==> config.mk <==
export PLATFORM = sky130hd
export DESIGN_NAME = lbcl_div
export DESIGN_NICKNAME = d
export VERILOG_FILES = /design/src/design/lbcl_pkg.sv /design/src/design/lbcl_div.sv
export SDC_FILE = /design/constraint.sdc
export NUM_CORES = 2
export LEC_CHECK = 0
export BUFFER_PORTS_ARGS = -buffer_cell sky130_fd_sc_hd__clkbuf_2
export CAP_MARGIN = 30
export CORE_UTILIZATION = 55
export CTS_CLUSTER_DIAMETER = 80
export DETAILED_ROUTE_END_ITERATION = 12
export PLACE_DENSITY = 0.71
export SLEW_MARGIN = 20
export SYNTH_ARGS = -nofsm -noshare
export SYNTH_HDL_FRONTEND = slang
export SYNTH_SLANG_ARGS = --single-unit
==> constraint.sdc <==
create_clock -name clk -period 4.3 [get_ports clk]
set_input_delay 0.43 -clock clk [delete_from_list [all_inputs] [get_ports clk]]
set_output_delay 0.43 -clock clk [all_outputs]
set_load 0.05 [all_outputs]
==> src/design/lbcl_pkg.sv <==
package lbcl_pkg;

  localparam int DIR_W       = 16;
  localparam int DEN_W       = DIR_W + 1;
  localparam int COORD_W_DEF = 24;
  localparam int LEN_W       = 24;
  localparam int NUM_FACES   = 6;
  localparam int NUM_REGS    = 6;
  localparam int CFG_IDX_W   = 3;
  localparam int OUT_W       = ((LEN_W + NUM_FACES + 1 + 7) / 8) * 8;

  localparam logic [CFG_IDX_W-1:0] REG_MAX_X = 3'd0;
  localparam logic [CFG_IDX_W-1:0] REG_MIN_X = 3'd1;
  localparam logic [CFG_IDX_W-1:0] REG_MAX_Y = 3'd2;
  localparam logic [CFG_IDX_W-1:0] REG_MIN_Y = 3'd3;
  localparam logic [CFG_IDX_W-1:0] REG_MAX_Z = 3'd4;
  localparam logic [CFG_IDX_W-1:0] REG_MIN_Z = 3'd5;

  // axis of each face, and the two axes that follow an axis
  localparam logic [1:0] FACE_AX [NUM_FACES] = '{2'd0, 2'd0, 2'd1, 2'd1, 2'd2, 2'd2};
  localparam logic [1:0] AX_NEXT [3] = '{2'd1, 2'd2, 2'd0};
  localparam logic [1:0] AX_NEXT2 [3] = '{2'd2, 2'd0, 2'd1};

  typedef struct packed {
    logic [NUM_FACES-1:0] faces_hit;
    logic                 chord_valid;
  } lbcl_stat_t;

endpackage

==> src/design/lbcl_div.sv <==
module lbcl_div
  import lbcl_pkg::*;
#(
  parameter int NUM_W = COORD_W_DEF + DIR_W + 1,
  parameter int QUO_W = COORD_W_DEF + 1
) (
  input  logic                  clk,
  input  logic                  en,
  input  logic [NUM_W-1:0]      num,
  input  logic [DEN_W-1:0]      den,
  input  logic                  neg,
  output logic signed [QUO_W:0] quo
);

  logic [NUM_W-1:0] rem_r [QUO_W];
  logic [QUO_W-1:0] q_r [QUO_W];
  logic [DEN_W-1:0] den_r [QUO_W];
  logic             neg_r [QUO_W];
  logic [NUM_W-1:0] rem_in [QUO_W];
  logic [QUO_W-1:0] q_in [QUO_W];
  logic [DEN_W-1:0] den_in [QUO_W];
  logic             neg_in [QUO_W];
  logic [NUM_W-1:0] trial [QUO_W];
  logic             take [QUO_W];
  logic [NUM_W-1:0] rem_nxt [QUO_W];
  logic [QUO_W-1:0] q_nxt [QUO_W];
  logic signed [QUO_W:0] qs;
  logic signed [QUO_W:0] quo_r;

  // one quotient bit per stage, most significant first
  for (genvar i = 0; i < QUO_W; i++) begin : g_stage
    localparam int POS = QUO_W - 1 - i;
    if (i == 0) begin : g_first
      assign rem_in[i] = num;
      assign q_in[i]   = '0;
      assign den_in[i] = den;
      assign neg_in[i] = neg;
    end else begin : g_next
      assign rem_in[i] = rem_r[i-1];
      assign q_in[i]   = q_r[i-1];
      assign den_in[i] = den_r[i-1];
      assign neg_in[i] = neg_r[i-1];
    end
    assign trial[i]   = NUM_W'(den_in[i]) << POS;
    assign take[i]    = rem_in[i] >= trial[i];
    assign rem_nxt[i] = take[i] ? rem_in[i] - trial[i] : rem_in[i];
    assign q_nxt[i]   = q_in[i] | (take[i] ? (QUO_W'(1) << POS) : '0);
  end

  assign qs = $signed({1'b0, q_r[QUO_W-1]});

  always_ff @(posedge clk) begin
    if (en) begin
      for (int i = 0; i < QUO_W; i++) begin
        rem_r[i] <= rem_nxt[i];
        q_r[i]   <= q_nxt[i];
        den_r[i] <= den_in[i];
        neg_r[i] <= neg_in[i];
      end
      quo_r <= neg_r[QUO_W-1] ? -qs : qs;
    end
  end

  assign quo = quo_r;

endmodule

# Word-level counts from Yosys, hierarchy flattened
# Memories as Yosys holds them, arrays and structs flattened.
# Index checks and enable logic that the tools add are counted.
# Widths: inputs -> output; s select.
[totals] input_bits=61 reg_bits=26 mem_bits_rw=2100 n_memories=4
[op_classes] mux=53 addsub=26 n_lt_le_gt_ge=25 n_bitwise=24
[memory_table] memory="rem_r" words=25 width=41 rd=24 rd_clocked_by_memory_dff=0 write_ports=25 line_no="lbcl_div.sv:15" text="logic [NUM_W-1:0] rem_r [QUO_W];"
[memory_table] memory="q_r" words=25 width=25 rd=25 rd_clocked_by_memory_dff=0 write_ports=25 line_no="lbcl_div.sv:16" text="logic [QUO_W-1:0] q_r [QUO_W];"
[memory_table] memory="den_r" words=25 width=17 rd=24 rd_clocked_by_memory_dff=0 write_ports=25 line_no="lbcl_div.sv:17" text="logic [DEN_W-1:0] den_r [QUO_W];"
[memory_table] memory="neg_r" words=25 width=1 rd=25 rd_clocked_by_memory_dff=0 write_ports=25 line_no="lbcl_div.sv:18" text="logic neg_r [QUO_W];"
[ops] op="$mux 41" n=25
[ops] op="$mux 25" n=2
[ops] op="$ge 41x17->1" n=1
[ops] op="$ge 41x18->1" n=1
[ops] op="$ge 41x19->1" n=1
[ops] op="$ge 41x20->1" n=1
[ops] op="$ge 41x21->1" n=1
[ops] op="$ge 41x22->1" n=1
[ops] op="$ge 41x23->1" n=1
[ops] op="$ge 41x24->1" n=1
[ops] op="$ge 41x25->1" n=1
[ops] op="$ge 41x26->1" n=1
[ops] op="$ge 41x27->1" n=1
[ops] op="$ge 41x28->1" n=1
[ops] op="$ge 41x29->1" n=1
[ops] op="$ge 41x30->1" n=1
[ops] op="$ge 41x31->1" n=1
[ops] op="$ge 41x32->1" n=1
[ops] op="$ge 41x33->1" n=1
[ops] op="$ge 41x34->1" n=1
[ops] op="$ge 41x35->1" n=1
[ops] op="$ge 41x36->1" n=1
[ops] op="$ge 41x37->1" n=1
[ops] op="$ge 41x38->1" n=1
[ops] op="other kinds (77)" n=79

# Longest topological paths before layout
# An unclocked memory read counts as a cell.
[depth] word_depth=4 mapped_depth=14 depth_no_buf=13

# Worst setup path after synthesis
# OpenSTA, ideal clock, no wires.
[synth_path] path_kind="reg2reg" from="memory den_r[0][34] (netlist name)" to="memory rem_r[0][154] (netlist name), data pin" setup_ns=0.260 t_arrival_ns=3.007 n_path_buf=1 synth_period_minus_slack_ns=3.266 stages_incl_launch_ff=12 setup_slack_ns=1.034 required_time_ns=4.040 path_cell_list="edfxtp_1 -> ha_1 -> fa_1 -> nor2b_1 -> o21ai_0 -> a21boi_0 -> o21ai_0 -> a21oi_1 -> o2111ai_1 -> nand2_1 -> clkbuf_1 -> mux2_2"
[synth_rtl] element="from (decl)" line_no="lbcl_div.sv:17"
[synth_rtl] element="to (decl)" line_no="lbcl_div.sv:15"

==> out/metrics.json <==
{
  "run_status": {
    "status": "finished, final reports clean"
  },
  "worst_setup_path": {
    "timing.critical_path.max_delay_family": "simple AND/OR/NAND/NOR gates",
    "crit_arrival_ns": 4.54,
    "timing_startpoint_of_the_critical_path": "rem_r[2][188]",
    "timing.critical_path.slowest_stage_cell": "nor4_1",
    "regToRegSetupSlack_ns": 0.26,
    "timing.critical_path.cells": "or3_1, or4_1, or2_1, nor4_1, or4_1, o2111ai_1, o41ai_1, o21ai_0",
    "worstSetupPathType": "register to register",
    "cp.required_ns": 4.79,
    "cp_common_cell": "or4_1",
    "reg2reg_from": "rem_r[2][188]",
    "worstSetupStartpointType": "register",
    "crit_path_max_fanout": 6,
    "worstPathBufferInverterCount": 0,
    "worst-r2r-cell-count": 8,
    "r2r_path_end": "rem_r[2][237]",
    "setup.worst_path.end_class": "register",
    "critical-path-max-stage-delay_ns": 0.72
  },
  "finish": {
    "layout.area.seq_um2": 53100,
    "n_fill_cell": 12000,
    "fin_util_pct": 61.8,
    "flow.area_growth_from_synthesis_pct": 11.3,
    "final_layout_size_suffix_gt1_share_pct": 8.99,
    "multiInputGateArea_um2": 31000,
    "nets": 7684,
    "antenna_fix_cells": 0,
    "post_route_insts_no_fill": 9378
  },
  "timing": {
    "timing_hold_violations_final": 0,
    "slew_viol_final": 0,
    "final.setup_skew_ns": 0.0267,
    "min_period_ns": 4.04,
    "setup_tns_ns": 0,
    "upper_clock_frequency_limit_ghz": 0.247,
    "setup_viol_count_final": 0,
    "tightestPinTransition_ns": 0.970,
    "grt_setup_unrepaired": "no",
    "finalHoldWorstSlack_ns": 0.188,
    "max-slew-margin-rel_pct": 34.7,
    "fin_crit_sh_pct": 94.0
  },
  "hold_path": {
    "hold_path_class": "primary input to register",
    "worst_hold_path.num_cells": 1,
    "hp-start": "en",
    "min_delay_worst_endpoint": "rem_r[1][71]"
  },
  "cts": {
    "worst_setup_hold_path_clk_slew_ns": 0.06,
    "cts_sink_cnt": 1768,
    "insertion_delay_ns": 0.80,
    "numCtsBuffers": 180,
    "cts_tree": "yes",
    "clk_root_buffer_cell": "clkbuf_16",
    "htree_levels": 4,
    "post-cts-setup-buffer-count": 0,
    "clockBufferDepth": 3
  },
  "power_and_ir_drop": {
    "fin_total_pwr_mw": 59.2,
    "power.static_leakage_nw": 36.4,
    "powerDensity_nw_per_um2": 613,
    "ir_drop_v": 0.000414
  },
  "synthesis": {
    "synth_sequential_area_ratio_pct": 61.2,
    "synth_flop_cell": "edfxtp_1",
    "avgSynthCellArea_um2": 12.6,
    "synthesis.instances": 6895,
    "yosys_warn_count": 0,
    "ys_seq_elements": 1768,
    "synth.distinct_cells": 98,
    "postSynth.asyncResetShare_pct": 0,
    "mappedNetlistNets": 7406,
    "number_of_synthesized_flops_with_an_enable_pin": 1768,
    "syn_area_um2": 86700
  },
  "grt": {
    "number_of_global_route_vias_before_repair": 52800,
    "track_usage_pct": 23.6,
    "grt_overflow": 0,
    "number_of_antenna_violations_at_the_first_check_in_global_routing": 5,
    "grt_pass1_wl_mm": 294,
    "grt_start_max_net_pins": 116
  },
  "placement": {
    "place_congestion": 0.946,
    "dp.cells": 8987,
    "portBuffers": 86,
    "dpl.hpwl_mm": 139
  },
  "routing": {
    "antenna_left": 0,
    "detailed_route_drc_error_count": 0,
    "1st_pass_router_iterations": 6,
    "detail_route.wl_per_cell_um": 20.3,
    "detailroute.via_count": 55100,
    "postRouteWirelength_mm": 190,
    "avgViaCountPerCell": 5.88,
    "drtIter0Drc": 5341
  },
  "floorplanning": {
    "height_of_the_chip_um": 399,
    "coreArea_um2": 156000,
    "start_util_pct": 55.5,
    "die-area_um2": 159000,
    "die_width_um": 399,
    "num_rows": 145,
    "ioPinCount": 87
  },
  "job": {
    "timing.max_cap.violations": 0
  }
}
## registers in the layout (all words and copies together), names as in the netlist
signal	cells
rem_r	984
den_r	408
q_r	325
quo	26
neg_r	25
## worst max-delay path by stage
stage,to,slack [ns],depth (start not counted)
2_1_floorplan,rem_r[0][154],1.03,11
3_3_place_gp,rem_r[2][237],0.34,8
3_5_place_dp,rem_r[2][216],0.34,7
4_1_cts,rem_r[2][216],0.33,7
5_1_grt,rem_r[1][326],0.05,10
6_report,rem_r[2][237],0.26,8
## through the flow
step                area, um2  setup WS (ns)
global placement        90000          0.337
global route            96600         0.0494
detailed placement      90100          0.336
CTS                     96600          0.329
floorplan               86700           1.03
finish                  96600          0.258
## where the power goes
| group | internal [mW] | leakage (nW) | switching, mW |
|---|---|---|---|
| clock | 8.96 | 2.87 | 6.64 |
| sequential | 23.2 | 17.0 | 2.42 |
| combinational | 7.68 | 16.5 | 10.3 |
| total | 39.8 | 36.4 | 19.4 |
## synthesized netlist by cell type (31+ instances only)
library cell,count,area (um2)
xor2_1,311,2720
nor4_1,138,863
nand2_1,426,1600
nand4_1,81,507
or4_1,54,405
o21ai_0,333,1670
or2_2,43,269
o21a_1,87,653
inv_1,562,2110
o21bai_1,31,233
nand2b_1,67,419
a31oi_1,43,269
nor2b_1,73,457
clkbuf_1,99,372
nor2_1,425,1600
a21oi_1,395,1980
a211oi_1,35,263
xnor2_1,275,2410
edfxtp_1,1768,53100
or3_1,69,432
nand3_1,109,546
ha_1,426,5330
and3_1,40,250
a21o_1,168,1260
nor3_1,175,876
mux2_2,127,1430
o31ai_1,39,293
## final cells by class
| type | count | share of cell area, % |
|---|---|---|
| flip-flops and latches | 1768 | 55.0 |
| multi-input cells | 4427 | 32.1 |
| clock buffers | 211 | 4.83 |
| well taps | 2058 | 2.67 |
| inverters | 565 | 2.20 |
| repair buffers | 231 | 1.95 |
| clock inverters | 118 | 1.29 |
## kinds of logic (layout without fill, tap and decap cells)
kind of cell / Yosys count / after routing / share of synthesized area (%)
xor+xnor: 586 / 586 / 5.92
compound gates: 1380 / 1380 / 10.1
mux: 146 / 146 / 1.87
simple gates: 1865 / 1865 / 11.1
fa+ha+maj: 450 / 450 / 6.70
buf+inv: 700 / 1125 / 3.09
flops: 1768 / 1768 / 61.2
## layout by cell type (no fill, tap or decap), types with 86 or more instances in the layout
master,synthesis,layout
mux2_2,127,127
nor4_1,138,138
a21oi_1,395,393
nor3_1,175,175
ha_1,426,426
o21ai_0,333,333
xnor2_1,275,275
inv_1,562,562
clkbuf_2,2,86
nand2_1,426,426
edfxtp_1,1768,1768
xor2_1,311,311
nor2_1,425,425
a21o_1,168,168
nand3_1,109,109
o21a_1,87,87
clkbuf_16,0,182
## metal layers
layer / vias to the layer above / global-route usage [%] / wire (um)
li1: 26300 / - / -
met5: - / 0 / 0
met2: 1504 / 38.3 / 89600
met3: 296 / 3.64 / 11100
met1: 27000 / 33.3 / 85000
met4: 0 / 6.03 / 4230
## repair_timing
item | in CTS | in global routing
hold endpoints to repair | 59 | 0
hold buffers | 59 | 0
resized for setup | 0 | 0
endpoints found under the setup margin | 0 | 0
No activity file was read; power rests on OpenSTA's default activity.
