==> config.mk <==
export PLATFORM = sky130hd
export DESIGN_NAME = lbcl_sqrt
export DESIGN_NICKNAME = d
export VERILOG_FILES = /design/src/design/lbcl_pkg.sv /design/src/design/lbcl_sqrt.sv
export SDC_FILE = /design/constraint.sdc
export NUM_CORES = 2
export LEC_CHECK = 0
export BUFFER_PORTS_ARGS = -buffer_cell sky130_fd_sc_hd__buf_4
export CAP_MARGIN = 25
export CORE_UTILIZATION = 40
export DETAILED_ROUTE_END_ITERATION = 12
export GPL_TIMING_DRIVEN = 0
export HOLD_SLACK_MARGIN = 0.05
export SYNTH_ARGS = -nofsm -noshare
export SYNTH_HDL_FRONTEND = slang
export SYNTH_SLANG_ARGS = --single-unit
==> constraint.sdc <==
create_clock -name clk -period 3.7 [get_ports clk]
set_input_delay 0 -clock clk [delete_from_list [all_inputs] [get_ports clk]]
set_output_delay 0 -clock clk [all_outputs]
set_load 0.01 [all_outputs]
==> src/design/lbcl_pkg.sv <==
package lbcl_pkg;

  localparam int DIR_W       = 16;
  localparam int DEN_W       = DIR_W + 1;
  localparam int COORD_W_DEF = 24;
  localparam int LEN_W       = 24;
  localparam int NUM_FACES   = 6;
  localparam int NUM_REGS    = 6;
  localparam int CFG_IDX_W   = 3;
  localparam int OUT_W       = ((LEN_W + NUM_FACES + 1 + 7) / 8) * 8;

  localparam logic [CFG_IDX_W-1:0] REG_MAX_X = 3'd0;
  localparam logic [CFG_IDX_W-1:0] REG_MIN_X = 3'd1;
  localparam logic [CFG_IDX_W-1:0] REG_MAX_Y = 3'd2;
  localparam logic [CFG_IDX_W-1:0] REG_MIN_Y = 3'd3;
  localparam logic [CFG_IDX_W-1:0] REG_MAX_Z = 3'd4;
  localparam logic [CFG_IDX_W-1:0] REG_MIN_Z = 3'd5;

  // axis of each face, and the two axes that follow an axis
  localparam logic [1:0] FACE_AX [NUM_FACES] = '{2'd0, 2'd0, 2'd1, 2'd1, 2'd2, 2'd2};
  localparam logic [1:0] AX_NEXT [3] = '{2'd1, 2'd2, 2'd0};
  localparam logic [1:0] AX_NEXT2 [3] = '{2'd2, 2'd0, 2'd1};

  typedef struct packed {
    logic [NUM_FACES-1:0] faces_hit;
    logic                 chord_valid;
  } lbcl_stat_t;

endpackage

==> src/design/lbcl_sqrt.sv <==
module lbcl_sqrt
  import lbcl_pkg::*;
#(
  parameter int RAD_W = 2 * COORD_W_DEF + 2,
  localparam int ROOT_W = RAD_W / 2
) (
  input  logic              clk,
  input  logic              rst_n,
  input  logic              en,
  input  logic              in_vld,
  input  lbcl_stat_t        in_stat,
  input  logic [RAD_W-1:0]  in_rad,
  output logic              out_vld,
  output lbcl_stat_t        out_stat,
  output logic [ROOT_W-1:0] out_root
);

  logic              vld_r [ROOT_W];
  lbcl_stat_t        stat_r [ROOT_W];
  logic [RAD_W-1:0]  rem_r [ROOT_W];
  logic [ROOT_W-1:0] res_r [ROOT_W];
  logic [RAD_W-1:0]  rem_in [ROOT_W];
  logic [ROOT_W-1:0] res_in [ROOT_W];
  logic [RAD_W:0]    trial [ROOT_W];
  logic              take [ROOT_W];
  logic [RAD_W-1:0]  rem_nxt [ROOT_W];
  logic [ROOT_W-1:0] res_nxt [ROOT_W];

  // one root bit per stage, remainder kept as rad - res^2
  for (genvar i = 0; i < ROOT_W; i++) begin : g_stage
    localparam int POS = ROOT_W - 1 - i;
    if (i == 0) begin : g_first
      assign rem_in[i] = in_rad;
      assign res_in[i] = '0;
    end else begin : g_next
      assign rem_in[i] = rem_r[i-1];
      assign res_in[i] = res_r[i-1];
    end
    assign trial[i]   = ((RAD_W+1)'(res_in[i]) << (POS + 1)) |
                        ((RAD_W+1)'(1) << (2 * POS));
    assign take[i]    = {1'b0, rem_in[i]} >= trial[i];
    assign rem_nxt[i] = take[i] ? RAD_W'({1'b0, rem_in[i]} - trial[i]) : rem_in[i];
    assign res_nxt[i] = res_in[i] | (take[i] ? (ROOT_W'(1) << POS) : '0);
  end

  always_ff @(posedge clk) begin
    if (!rst_n) begin
      for (int i = 0; i < ROOT_W; i++) begin
        vld_r[i] <= 1'b0;
      end
    end else if (en) begin
      vld_r[0] <= in_vld;
      for (int i = 1; i < ROOT_W; i++) begin
        vld_r[i] <= vld_r[i-1];
      end
    end
  end

  always_ff @(posedge clk) begin
    if (en) begin
      stat_r[0] <= in_stat;
      for (int i = 1; i < ROOT_W; i++) begin
        stat_r[i] <= stat_r[i-1];
      end
      for (int i = 0; i < ROOT_W; i++) begin
        rem_r[i] <= rem_nxt[i];
        res_r[i] <= res_nxt[i];
      end
    end
  end

  assign out_vld  = vld_r[ROOT_W-1];
  assign out_stat = stat_r[ROOT_W-1];
  assign out_root = res_r[ROOT_W-1];

endmodule
# Word-level counts from Yosys, hierarchy flattened
# Memories as Yosys holds them, arrays and structs flattened.
# Index checks and enable logic that the tools add are counted.
# Widths: inputs -> output; s select.
dict set report word_totals {
  output_inout_bits 33
  input_bits 61
  wordCells 183
  ramBits 2075
  mem_count 4
  ff_bits 0
}
dict set report classes {
  addsub 25
  n_lt_le_gt_ge 25
  bitwise 49
  muxes 80
}
# memory words word_bits rd rd_clocked_by_memory_dff wr line
set mem_list {}
lappend mem_list {rem_r 25 50 24 0 25 lbcl_sqrt.sv:20} ;# logic [RAD_W-1:0] rem_r [ROOT_W];
lappend mem_list {res_r 25 25 25 0 25 lbcl_sqrt.sv:21} ;# logic [ROOT_W-1:0] res_r [ROOT_W];
lappend mem_list {stat_r 25 7 25 0 25 lbcl_sqrt.sv:19} ;# lbcl_stat_t stat_r [ROOT_W];
lappend mem_list {vld_r 25 1 25 0 25 lbcl_sqrt.sv:18} ;# logic vld_r [ROOT_W];
# operator n
set ops {}
lappend ops {{$mux 50} 25}
lappend ops {{$ge 50x26->1} 1}
lappend ops {{$ge 50x27->1} 1}
lappend ops {{$ge 50x28->1} 1}
lappend ops {{$ge 50x29->1} 1}
lappend ops {{$ge 50x30->1} 1}
lappend ops {{$ge 50x31->1} 1}
lappend ops {{$ge 50x32->1} 1}
lappend ops {{$ge 50x33->1} 1}
lappend ops {{$ge 50x34->1} 1}
lappend ops {{$ge 50x35->1} 1}
lappend ops {{$ge 50x36->1} 1}
lappend ops {{$ge 50x37->1} 1}
lappend ops {{$ge 50x38->1} 1}
lappend ops {{$ge 50x39->1} 1}
lappend ops {{$ge 50x40->1} 1}
lappend ops {{$ge 50x41->1} 1}
lappend ops {{$ge 50x42->1} 1}
lappend ops {{$ge 50x43->1} 1}
lappend ops {{$ge 50x44->1} 1}
lappend ops {{$ge 50x45->1} 1}
lappend ops {{$ge 50x46->1} 1}
lappend ops {{$ge 50x47->1} 1}
lappend ops {{$ge 50x48->1} 1}
lappend ops {{other kinds (77)} 131}

# Longest topological paths before layout
dict set report depth {
  depth_word 4
  mapped_depth 14
  mapped_depth_nobuf 12
}

# Worst setup path after synthesis
# No wires, ideal clock.
dict set report synth_path {
  kind {reg-to-reg}
  startpoint {memory rem_r[2][161] (netlist name)}
  endpoint {memory rem_r[2][244] (netlist name) (data pin)}
  n_path_buf 2
  synth_period_minus_slack_ps 3231
  arrival_ps 2959
  setup_time_ps 271
  required_ps 3429
  slack_ps 469
  path_stages_with_launch 13
  cell_sequence {edfxtp_1 ha_1 or4b_2 nor4_1 a41o_1 a211oi_1 and3_1 clkbuf_1 nor2b_1 clkbuf_1 nand2_1 nor4_1 xor2_1}
}
# element line
set synth_rtl {}
lappend synth_rtl {{from (decl)} lbcl_sqrt.sv:20}

==> results.sh <==
export IMPL_crit_slowest_cell="a2111o_1"
export IMPL_regToRegEndpoint="rem_r[2][90]"
export IMPL_finalWorstSetupSlack_ns=0.0289
export IMPL_syn_nets=6284
export IMPL_setup_tns_ns=0
export IMPL_cts_buffer_depth=3
export IMPL_finalHoldViolCount=0
export IMPL_fin_nets=6703
export IMPL_arrival_ns=4.20
export IMPL_multi_input_area_mm2=0.0252
export IMPL_max_freq_ghz=0.272
export IMPL_die_w_um=445
export IMPL_via_count=46924
export IMPL_antenna_found_initial=2
export IMPL_rsz0062_at_grt="yes"
export IMPL_fp_row_count=162
export IMPL_async_flop_share=0
export IMPL_ys_seq_elements=1725
export IMPL_finalNonFillerCells=9076
export IMPL_drt_pass1_iterations=6
export IMPL_die_area_mm2=0.198
export IMPL_synth_top_area_cell="edfxtp_1"
export IMPL_routedWlPerCell_um=18.5
export IMPL_yosysUniqueCellTypes=98
export IMPL_insertion_delay_ns=0.83
export IMPL_rrSetupSlack_ns=0.03
export IMPL_grt_usage=0.167
export IMPL_grt_pass1_wl_um=261000
export IMPL_grt_pass1_vias=48352
export IMPL_syn_cell_area_mm2=0.0786
export IMPL_wl_um=167000
export IMPL_worst_hold_path_type="in2reg"
export IMPL_crit_required_ns=4.23
export IMPL_coreArea_mm2=0.195
export IMPL_worstSetupStartpointType="flip-flop"
export IMPL_yosys_area_share_xor_xnor=0.0585
export IMPL_synth_most_common_cell="edfxtp_1"
export IMPL_total_power_mw=53.2
export IMPL_n_fill_cell=17135
export IMPL_yosysTopAreaCellShare=0.659
export IMPL_io_buffers=93
export IMPL_worst_pin_slew_ns=1.05
export IMPL_clockRootBuffer="clkbuf_16"
export IMPL_ys_seq_area_frac=0.659
export IMPL_die_y_um=445
export IMPL_slew_limit_headroom=0.303
export IMPL_hpwl_um=120000
export IMPL_synth_commonest_cells="edfxtp_1, inv_1, nor2_1"
export IMPL_pwr_density_cell_mw_per_mm2=586
export IMPL_route_detailed_drc=0
export IMPL_reg2reg_depth=9
export IMPL_crit_path_max_incr_delay_ns=0.53
export IMPL_slew_viol_final=0
export IMPL_vias_per_cell=5.17
export IMPL_synth_top_flop_cell="edfxtp_1"
export IMPL_synth_area_leaders="edfxtp_1, ha_1, xnor2_1, xor2_1, inv_1"
export IMPL_finalCritPeriodShare=0.992
export IMPL_yosysWarnings=0
export IMPL_placed_area_mm2=0.0829
export IMPL_io_pin_count=94
export IMPL_regArea_mm2=0.0518
export IMPL_h_tree_depth=4
export IMPL_synthAdderAreaFrac=0.0551
export IMPL_drive_above_1_share=0.0957
export IMPL_holdWs_ns=0.257
export IMPL_crit_type="reg2reg"
export IMPL_setup_violations=0
export IMPL_crit_fanout=4
export IMPL_cts_tree="built"
export IMPL_critical_path_most_common_cell="nor2b_1"
export IMPL_path_clk_slew_ns=0.06
export IMPL_path_cells="ha_1, nor2b_1, o31a_1, o31ai_2, nor2b_1, o21ai_0, a2111o_1, or4_1, xnor2_1"
export IMPL_stdcell_area_mm2=0.0907
export IMPL_synth_edf_count=1724
export IMPL_status="finished clean"
export IMPL_hold_path_depth=4
export IMPL_final_core_util=0.465
export IMPL_r2r_start="rem_r[2][16]"
export IMPL_dp_cells=8612
export IMPL_period_minus_slack_ns=3.67
export IMPL_maxCapViolCount=0
export IMPL_end_kind="flip-flop"
export IMPL_synthToLayoutAreaGrowth_pct=15.4
export IMPL_syn_area_per_cell_um2=13.4
export IMPL_postRouteAntennaNets=0
export IMPL_max_vdd_ir_drop_uv=448
export IMPL_grt_max_degree=205
export IMPL_initial_core_util=0.403
export IMPL_hp_start="rst_n"
export IMPL_min_to="vld_r[1][0]"
export IMPL_finalClockSkew_ns=0.0537
export IMPL_synth_cells=5877
export IMPL_gr_total_overflow=0
export IMPL_p_leak_nw=33.6
export IMPL_synth_top_family_by_area="simple AND/OR/NAND/NOR gates"
export IMPL_cts_made_buffers=183
export IMPL_synth_compound_area_share=0.0838
export IMPL_drt_initial_drc_count=2578
export IMPL_gp_congestion=1.04
export IMPL_synth_simple_area_share=0.107
export IMPL_cts_sinks=1725
export IMPL_yosys_mux_area_fraction=0.00943
export IMPL_dp_slack_ns=-1.41
[layout make-up]
class                      instances  share of cell area
antenna                            5            0.000138
buffer                            97             0.00541
clock buffer                     220              0.0520
clock inverter                   116              0.0129
inverter                         429              0.0178
multi-input combinational       3616               0.278
sequential                      1725               0.571
tap                             2624              0.0362
timing repair buffer             244              0.0262
[critical path: cells and delay by family (launching register included)]
kind            cells  cell delay (ns)
compound gates      4             1.49
simple gates        3             0.99
flops               1             0.40
fa+ha+maj           1             0.36
xor+xnor            1             0.15
[logic make-up (layout without fill, tap and decap cells)]
kind of cell,Yosys count,in the layout
XOR/XNOR,525,525
other,0,5
buffers and inverters,536,1106
AND/OR/NAND/NOR,1630,1630
adder cells (fa/ha/maj),346,346
multiplexers,67,67
AO/OA/AOI/OAI,1048,1048
flip-flops,1725,1725
[placed cells by master, fill, tap and decap left out, drive strengths merged, types with 11 or more instances in the layout]
| cell type | Yosys | final |
|---|---|---|
| mux2i | 11 | 11 |
| or4 | 48 | 48 |
| a2111oi | 14 | 14 |
| nor2 | 385 | 385 |
| bufinv | 0 | 13 |
| nand2b | 68 | 68 |
| and2 | 23 | 23 |
| or3 | 60 | 60 |
| nand4 | 87 | 87 |
| buf | 30 | 153 |
| o21a | 70 | 70 |
| clkinv | 1 | 94 |
| a31oi | 28 | 28 |
| xnor2 | 263 | 263 |
| and3 | 42 | 42 |
| or2 | 26 | 26 |
| xor2 | 262 | 262 |
| ha | 346 | 346 |
| clkbuf | 77 | 286 |
| nand2 | 337 | 337 |
| o21ai | 279 | 279 |
| edfxtp | 1724 | 1724 |
| a211oi | 36 | 36 |
| nand3 | 73 | 73 |
| a21o | 105 | 105 |
| nor4b | 22 | 22 |
| nand3b | 13 | 13 |
| mux2 | 56 | 56 |
| dlygate4sd3 | 0 | 122 |
| o21bai | 27 | 27 |
| inv | 428 | 433 |
| nor3 | 156 | 156 |
| o31ai | 27 | 27 |
| nor4 | 194 | 194 |
| a21boi | 13 | 13 |
| a21oi | 319 | 319 |
| nor2b | 46 | 46 |
| o211ai | 21 | 21 |
[sequential cells by signal (all words and copies together), names as in the netlist]
signal	flops
stat_r	175
res_r	325
vld_r	25
rem_r	1200
[report_power, final]
| part | switching [mW] | internal [mW] |
|---|---|---|
| clock | 7.62 | 10.1 |
| sequential | 1.53 | 24.5 |
| combinational | 5.49 | 3.98 |
[metal layers]
| layer | wire length [um] | track usage | up-vias | share of wire |
|---|---|---|---|---|
| li1 | - | - | 22898 | - |
| met1 | 60900 | 0.165 | 22653 | 0.36 |
| met2 | 93100 | 0.333 | 964 | 0.56 |
| met3 | 5650 | 0.0262 | 409 | 0.034 |
| met4 | 7860 | 0.0793 | 0 | 0.047 |
| met5 | 0 | 0 | - | 0 |
[how the worst max path moves through the flow]
stage | start | slack, ns | to | depth (start not counted)
global route | res_r[1][65] | -0.05 | rem_r[2][188] | 11
CTS | rem_r[2][221] | -0.02 | rem_r[2][281] | 12
detailed placement | rem_r[2][323] | -1.41 | rem_r[2][372] | 11
floorplan | rem_r[2][161] | 0.47 | rem_r[2][244] | 12
finish | rem_r[2][16] | 0.03 | rem_r[2][90] | 9
global placement | en | -12.19 | stat_r[0][100] | 1
[timing repair]
action | 4_1_cts | 5_1_grt
cloned | 0 | 0
pin swaps | 7 | 8
setup endpoints to repair | 289 | 223
endpoints found under the hold margin | 162 | 0
hold buffers | 122 | 0
gates resized for setup | 69 | 79
buffers inserted | 6 | 4
No activity file was read; power rests on OpenSTA's default activity.
